**src/sirt_pkg.sv**
```systemverilog
package sirt_pkg;

  localparam int unsigned ID_W            = 32;
  localparam int unsigned FUNC_W          = 2;
  localparam int unsigned TABLE_DEPTH_DEF = 256;

  // Operation codes carried in the input tuser field.
  localparam logic [FUNC_W-1:0] FUNC_LOAD   = 2'd0;
  localparam logic [FUNC_W-1:0] FUNC_LOOKUP = 2'd1;
  localparam logic [FUNC_W-1:0] FUNC_CLEAR  = 2'd2;

  // One table entry as stored in the memory.
  typedef struct packed {
    logic [ID_W-1:0] key;
    logic [ID_W-1:0] value;
  } entry_t;

  localparam int unsigned ENTRY_W = $bits(entry_t);

  typedef struct packed {
    logic [FUNC_W-1:0] func;
    logic [ID_W-1:0]   key;
    logic [ID_W-1:0]   replacement;
  } req_t;

  typedef struct packed {
    logic [ID_W-1:0] result_id;
    logic            hit;
    logic            status;
  } res_t;

  typedef struct packed {
    logic valid;
    res_t res;
  } done_t;

  // Outcome of comparing a probed key against the search key.
  typedef struct packed {
    logic eq;
    logic lt;   // probed key is below the search key
  } cmp_t;

  typedef enum logic [3:0] {
    ST_IDLE,
    ST_LB_RD,
    ST_LB_CMP,
    ST_SH_RD,
    ST_SH_WR,
    ST_INS,
    ST_SR_RD,
    ST_SR_CMP,
    ST_DONE
  } state_t;

endpackage

```
**src/sirt_cmp.sv**
```systemverilog
module sirt_cmp (
  input  logic [sirt_pkg::ID_W-1:0] probe_key,
  input  logic [sirt_pkg::ID_W-1:0] key,
  output sirt_pkg::cmp_t            cmp
);
  import sirt_pkg::*;

  // Single magnitude comparator shared by insertion and lookup searches.
  assign cmp.eq = (probe_key == key);
  assign cmp.lt = (probe_key < key);

endmodule

```
**src/sirt_ctrl.sv**
```systemverilog
module sirt_ctrl #(
  parameter int unsigned DEPTH = sirt_pkg::TABLE_DEPTH_DEF,
  parameter int unsigned AW    = $clog2(DEPTH),
  parameter int unsigned CW    = $clog2(DEPTH + 1)
) (
  input  logic                          clk,
  input  logic                          rst_n,
  input  logic                          in_valid,
  input  sirt_pkg::req_t                req,
  input  logic [sirt_pkg::ID_W-1:0]     marker,
  input  logic                          slot_free,
  output logic                          ready,
  output sirt_pkg::done_t               done,
  output logic                          ram_we,
  output logic [AW-1:0]                 ram_waddr,
  output sirt_pkg::entry_t              ram_wdata,
  output logic                          ram_re,
  output logic [AW-1:0]                 ram_raddr,
  input  sirt_pkg::entry_t              ram_rdata
);
  import sirt_pkg::*;

  state_t state_r, state_nxt;

  logic [CW-1:0]        count_r, count_nxt;
  logic [CW-1:0]        lo_r, lo_nxt;
  logic signed [CW:0]   hi_r, hi_nxt;
  logic [AW-1:0]        mid_r, mid_nxt;
  logic [CW-1:0]        idx_r, idx_nxt;
  logic [ID_W-1:0]      key_r, key_nxt;
  logic [ID_W-1:0]      repl_r, repl_nxt;
  res_t                 res_r, res_nxt;

  cmp_t                 cmp;
  logic                 accept;
  logic                 full;
  logic                 lb_go;
  logic                 sr_go;
  logic [CW:0]          mid_sum;
  logic [AW-1:0]        mid_calc;
  logic [CW-1:0]        mid_cw;
  logic [CW-1:0]        idx_dec;

  sirt_cmp u_cmp (
    .probe_key (ram_rdata.key),
    .key       (key_r),
    .cmp       (cmp)
  );

  assign accept  = in_valid && (state_r == ST_IDLE);
  assign full    = (count_r == CW'(DEPTH));
  assign lb_go   = $signed({1'b0, lo_r}) < hi_r;
  assign sr_go   = $signed({1'b0, lo_r}) <= hi_r;
  // Only used while hi is not negative, so its low bits are its value.
  assign mid_sum  = {1'b0, lo_r} + {1'b0, hi_r[CW-1:0]};
  assign mid_calc = mid_sum[AW:1];
  assign mid_cw   = {{(CW-AW){1'b0}}, mid_r};
  assign idx_dec  = idx_r - CW'(1);

  // Next state.
  always_comb begin
    state_nxt = state_r;
    case (state_r)
      ST_IDLE: begin
        if (in_valid) begin
          case (req.func)
            FUNC_LOAD:   state_nxt = full ? ST_DONE : ST_LB_RD;
            FUNC_LOOKUP: state_nxt = ST_SR_RD;
            default:     state_nxt = ST_DONE;
          endcase
        end
      end
      ST_LB_RD:  state_nxt = lb_go ? ST_LB_CMP : ST_SH_RD;
      ST_LB_CMP: state_nxt = ST_LB_RD;
      ST_SH_RD:  state_nxt = (idx_r > lo_r) ? ST_SH_WR : ST_INS;
      ST_SH_WR:  state_nxt = ST_SH_RD;
      ST_INS:    state_nxt = ST_DONE;
      ST_SR_RD:  state_nxt = sr_go ? ST_SR_CMP : ST_DONE;
      ST_SR_CMP: state_nxt = cmp.eq ? ST_DONE : ST_SR_RD;
      ST_DONE:   state_nxt = slot_free ? ST_IDLE : ST_DONE;
      default:   state_nxt = ST_IDLE;
    endcase
  end

  // Outputs: handshake and memory control.
  always_comb begin
    ready      = (state_r == ST_IDLE);
    done.valid = (state_r == ST_DONE);
    done.res   = res_r;
    ram_we     = 1'b0;
    ram_waddr  = '0;
    ram_wdata  = ram_rdata;
    ram_re     = 1'b0;
    ram_raddr  = mid_calc;
    case (state_r)
      ST_LB_RD: ram_re = lb_go;
      ST_SR_RD: ram_re = sr_go;
      ST_SH_RD: begin
        ram_re    = (idx_r > lo_r);
        ram_raddr = idx_dec[AW-1:0];
      end
      ST_SH_WR: begin
        ram_we    = 1'b1;
        ram_waddr = idx_r[AW-1:0];
      end
      ST_INS: begin
        ram_we          = 1'b1;
        ram_waddr       = lo_r[AW-1:0];
        ram_wdata.key   = key_r;
        ram_wdata.value = repl_r;
      end
      default: begin
      end
    endcase
  end

  // Datapath register updates.
  always_comb begin
    count_nxt = count_r;
    lo_nxt    = lo_r;
    hi_nxt    = hi_r;
    mid_nxt   = mid_r;
    idx_nxt   = idx_r;
    key_nxt   = key_r;
    repl_nxt  = repl_r;
    res_nxt   = res_r;
    case (state_r)
      ST_IDLE: begin
        if (accept) begin
          key_nxt        = req.key;
          repl_nxt       = req.replacement;
          lo_nxt         = '0;
          res_nxt        = '0;
          res_nxt.status = (req.func == FUNC_LOAD) && full;
          if (req.func == FUNC_LOOKUP) begin
            hi_nxt = $signed({1'b0, count_r}) - $signed((CW+1)'(1));
          end else begin
            hi_nxt = $signed({1'b0, count_r});
          end
          if (req.func == FUNC_CLEAR) begin
            count_nxt = '0;
          end
        end
      end
      ST_LB_RD: begin
        mid_nxt = mid_calc;
        idx_nxt = count_r;
      end
      ST_LB_CMP: begin
        if (cmp.lt) begin
          lo_nxt = mid_cw + CW'(1);
        end else begin
          hi_nxt = $signed({1'b0, mid_cw});
        end
      end
      ST_SH_WR: idx_nxt = idx_dec;
      ST_INS:   count_nxt = count_r + CW'(1);
      ST_SR_RD: begin
        mid_nxt = mid_calc;
        if (!sr_go) begin
          res_nxt.result_id = key_r;
        end
      end
      ST_SR_CMP: begin
        if (cmp.eq) begin
          if (ram_rdata.value != marker) begin
            res_nxt.result_id = ram_rdata.value;
            res_nxt.hit       = 1'b1;
          end else begin
            res_nxt.result_id = key_r;
          end
        end else if (cmp.lt) begin
          lo_nxt = mid_cw + CW'(1);
        end else begin
          hi_nxt = $signed({1'b0, mid_cw}) - $signed((CW+1)'(1));
        end
      end
      default: begin
      end
    endcase
  end

  always_ff @(posedge clk) begin
    if (!rst_n) begin
      state_r <= ST_IDLE;
      count_r <= '0;
    end else begin
      state_r <= state_nxt;
      count_r <= count_nxt;
    end
  end

  always_ff @(posedge clk) begin
    lo_r   <= lo_nxt;
    hi_r   <= hi_nxt;
    mid_r  <= mid_nxt;
    idx_r  <= idx_nxt;
    key_r  <= key_nxt;
    repl_r <= repl_nxt;
    res_r  <= res_nxt;
  end

endmodule

```
**config.mk**
```make
export PLATFORM = sky130hd
export DESIGN_NAME = sirt_ctrl
export DESIGN_NICKNAME = d
export VERILOG_FILES = /design/src/sirt_pkg.sv /design/src/sirt_cmp.sv /design/src/sirt_ctrl.sv
export SDC_FILE = /design/constraint.sdc
export NUM_CORES = 1
export LEC_CHECK = 0
export BUFFER_PORTS_ARGS = -buffer_cell sky130_fd_sc_hd__clkbuf_2
export CAP_MARGIN = 20
export CORE_MARGIN = 4
export CORE_UTILIZATION = 26
export DETAILED_ROUTE_END_ITERATION = 12
export PLACE_DENSITY_LB_ADDON = 0.25
export SYNTH_ARGS = -nofsm -noshare
export SYNTH_HDL_FRONTEND = slang
export SYNTH_SLANG_ARGS = --single-unit
```
**constraint.sdc**
```tcl
create_clock -name clk -period 11.5 [get_ports clk]
set_input_delay 2.3 -clock clk [delete_from_list [all_inputs] [get_ports clk]]
set_output_delay 2.3 -clock clk [all_outputs]
set_load 0.005 [all_outputs]
```
==> impl_metrics.json <==
{
  "outcome": "complete, no violations",
  "core.rowCount": 67,
  "drt_drc_violations_left": 0,
  "area_growth_syn_to_layout_pct": 28.1,
  "synthTopCellsByArea": "edfxtp_1 (45%), ha_1 (8.7%), mux2_2 (8.1%), xor2_1 (4.5%), a22o_1 (3.9%)",
  "grt_usage": 0.172,
  "cts.htree.levels": 4,
  "fmax_ghz": 0.183,
  "worst-slew-pin-transition_ps": 1010,
  "overflow": 0,
  "die-area_mm2": 0.0377,
  "routed_wirelength_um": 33300,
  "yosys.area.top_type": "edfxtp_1",
  "r2r_slack_ps": 7990,
  "drive_above_1_share": 0.359,
  "cp_slowest_cell": "buf_4",
  "cts_buffer_depth": 2,
  "cts_buffers": 17,
  "reg2reg_to": "done[26]$_DFFE_PP_",
  "ant_nets": 0,
  "peakVddDrop_mv": 0.111,
  "ios": 284,
  "hold_buffers": 0,
  "port_buffers": 283,
  "drv_cap": 0,
  "post_cts_buffers": 0,
  "via_per_inst": 4.89,
  "netlist_area_mm2": 0.00901,
  "grt_max_degree": 70,
  "dr.first_iter.drc_count": 579,
  "cpPeakStageDelay_ps": 810,
  "dp_hpwl_um": 26600,
  "synth_cells": 812,
  "setup_violations": 0,
  "die_w_um": 194,
  "ys.flop_type": "edfxtp_1",
  "r2r-start": "lo_r[7]$_SDFFCE_PP0P_",
  "fin_skew_ps": 12.1,
  "fin_nets": 1317,
  "start_util": 0.266,
  "yosys_warnings": 0,
  "clkLatencyLatePin_ps": 440,
  "crit_chain": "nor4bb_4 -> buf_4 -> mux2_2 -> clkbuf_2",
  "synth-async-reset-ratio": 0,
  "holdCritPathClass": "register to register",
  "clk_pin_slew_ps": 60,
  "grt_pass1_wl_um": 48900,
  "vias": 7591,
  "min_period_ps": 5470,
  "slew_viol_final": 0,
  "crit_path_start_kind": "register",
  "reg2reg_depth": 7,
  "crit_family": "buffers and inverters",
  "hold_depth": 1,
  "yosys.area.top_type_share": 0.447,
  "drt-pass1-iter-count": 5,
  "period_share": 0.476,
  "hold_viol_final": 0,
  "cp.arrival_ps": 3170,
  "wl_per_cell_um": 21.4,
  "cts-root-buf": "clkbuf_16",
  "yosysMostFrequentCell": "edfxtp_1",
  "cts_resized": 0,
  "required_ps": 9200,
  "worstPathMaxFanout": 69,
  "instances_no_fill": 1552,
  "leakage_uw": 0.00493,
  "avgSynthCellArea_um2": 11.1,
  "place_inst": 1515,
  "worstPathBufferInverterCount": 2,
  "gp_congestion": 0.888,
  "holdPathEnd": "done[15]$_DFFE_PP_",
  "fp.dieH_um": 194,
  "powerDensity_mw_per_mm2": 170,
  "fin_tns_setup_ps": 0,
  "syn_nets": 1042,
  "hold_start": "key_r[13]$_DFFE_PP_",
  "antenna_found_initial": 5,
  "yosysUniqueCellTypes": 62,
  "fin_util": 0.341,
  "core_area_mm2": 0.0339,
  "critical_path_class": "register to output pin",
  "rsz0062_at_grt": "no",
  "synth_edf_count": 134,
  "maxSlewHeadroom": 0.326,
  "cts_sinks": 147,
  "cts_tree": "yes",
  "synth_seq_area_share": 0.475,
  "grt_pass1_vias": 7778,
  "end_kind": "output pin",
  "synth-seq-cells": 147,
  "synth_common_cells": "edfxtp_1 (134), inv_1 (74), mux2_2 (65), ha_1 (63), a21oi_1 (48)"
}
-- worst max path at each step --
| stage | startpoint | depth (start not counted) | to | slack (ps) |
|---|---|---|---|---|
| after floorplan | in_valid | 4 | done[10]$_DFFE_PP_ | 4710 |
| after global placement | ram_rdata[59] | 8 | hi_r[0]$_DFFE_PP_ | 6230 |
| after detailed placement | ram_rdata[59] | 8 | hi_r[0]$_DFFE_PP_ | 6070 |
| after CTS | lo_r[7]$_SDFFCE_PP0P_ | 8 | ram_re | 6030 |
| after global routing | lo_r[7]$_SDFFCE_PP0P_ | 8 | ram_re | 5870 |
| final | state_r[0]$_SDFFE_PN0P_ | 4 | ram_wdata[42] | 6030 |
-- report_power, final --
| part | total (uW) | switching [uW] | internal (uW) | leakage, uW |
|---|---|---|---|---|
| clock | 579 | 237 | 341 | 0.000287 |
| combinational | 583 | 353 | 231 | 0.00325 |
| sequential | 806 | 86.8 | 719 | 0.00140 |
| total | 1970 | 677 | 1290 | 0.00493 |
-- final cells by class --
type / instances / area [um2]
fillers: 3504 / 22300
multi-input cells: 557 / 4350
flip-flops and latches: 147 / 4280
repair buffers: 290 / 1470
well taps: 448 / 561
clock buffers: 19 / 433
inverters: 74 / 279
clock inverters: 12 / 155
diodes: 5 / 12.5
-- registers in the layout (all words and copies together) (netlist names) --
name,cells
done,34
key_r,32
repl_r,32
hi_r,10
count_r,9
idx_r,9
lo_r,9
mid_r,8
state_r,4
-- kinds of logic (layout without fill, tap and decap cells) --
group                    count (synthesis)  count (layout)  share of synthesized area
AND/OR/NAND/NOR                        193             193                      0.112
AO/OA/AOI/OAI                          165             165                      0.128
flip-flops                             147             147                      0.475
buffers and inverters                  108             395                     0.0458
multiplexers                            68              68                     0.0846
XOR/XNOR                                67              67                     0.0651
adder cells (fa/ha/maj)                 64              64                     0.0897
other                                    0               5                          0
-- cells in the final DEF, fill, tap and decap left out, drive strengths merged, types with 6 or more instances in the layout --
cell type,n
clkbuf,302
nor2,47
or4,10
xor2,46
clkinv,7
o31ai,6
mux2,65
nand2b,9
a21oi,48
or2,6
xnor2,21
nor3,16
dfxtp,13
o21ai,23
a22o,40
o211ai,7
ha,63
inv,76
nand2,35
buf,7
nand3,14
nand4,15
edfxtp,134
nor4,17
-- stage by stage --
step | worst slack (ps) | power [uW] | instance area [um2] | hold slack, ps
after floorplan | 4710 | 1120 | 9010 | 555
after global placement | 6230 | 1400 | 10900 | 572
after detailed placement | 6070 | 1400 | 10900 | 585
after CTS | 6030 | 1980 | 11500 | 594
after global routing | 5870 | 2080 | 11500 | 614
final | 6030 | 1970 | 11500 | 598
-- layer usage --
metal | track usage | up-vias | part of all wire
met5 | 0 | - | 0
met4 | 0.0760 | 0 | 0.036
met3 | 0.0579 | 53 | 0.076
met2 | 0.284 | 318 | 0.48
met1 | 0.204 | 3630 | 0.41
li1 | - | 3590 | -
No activity file was read; power rests on OpenSTA's default activity.
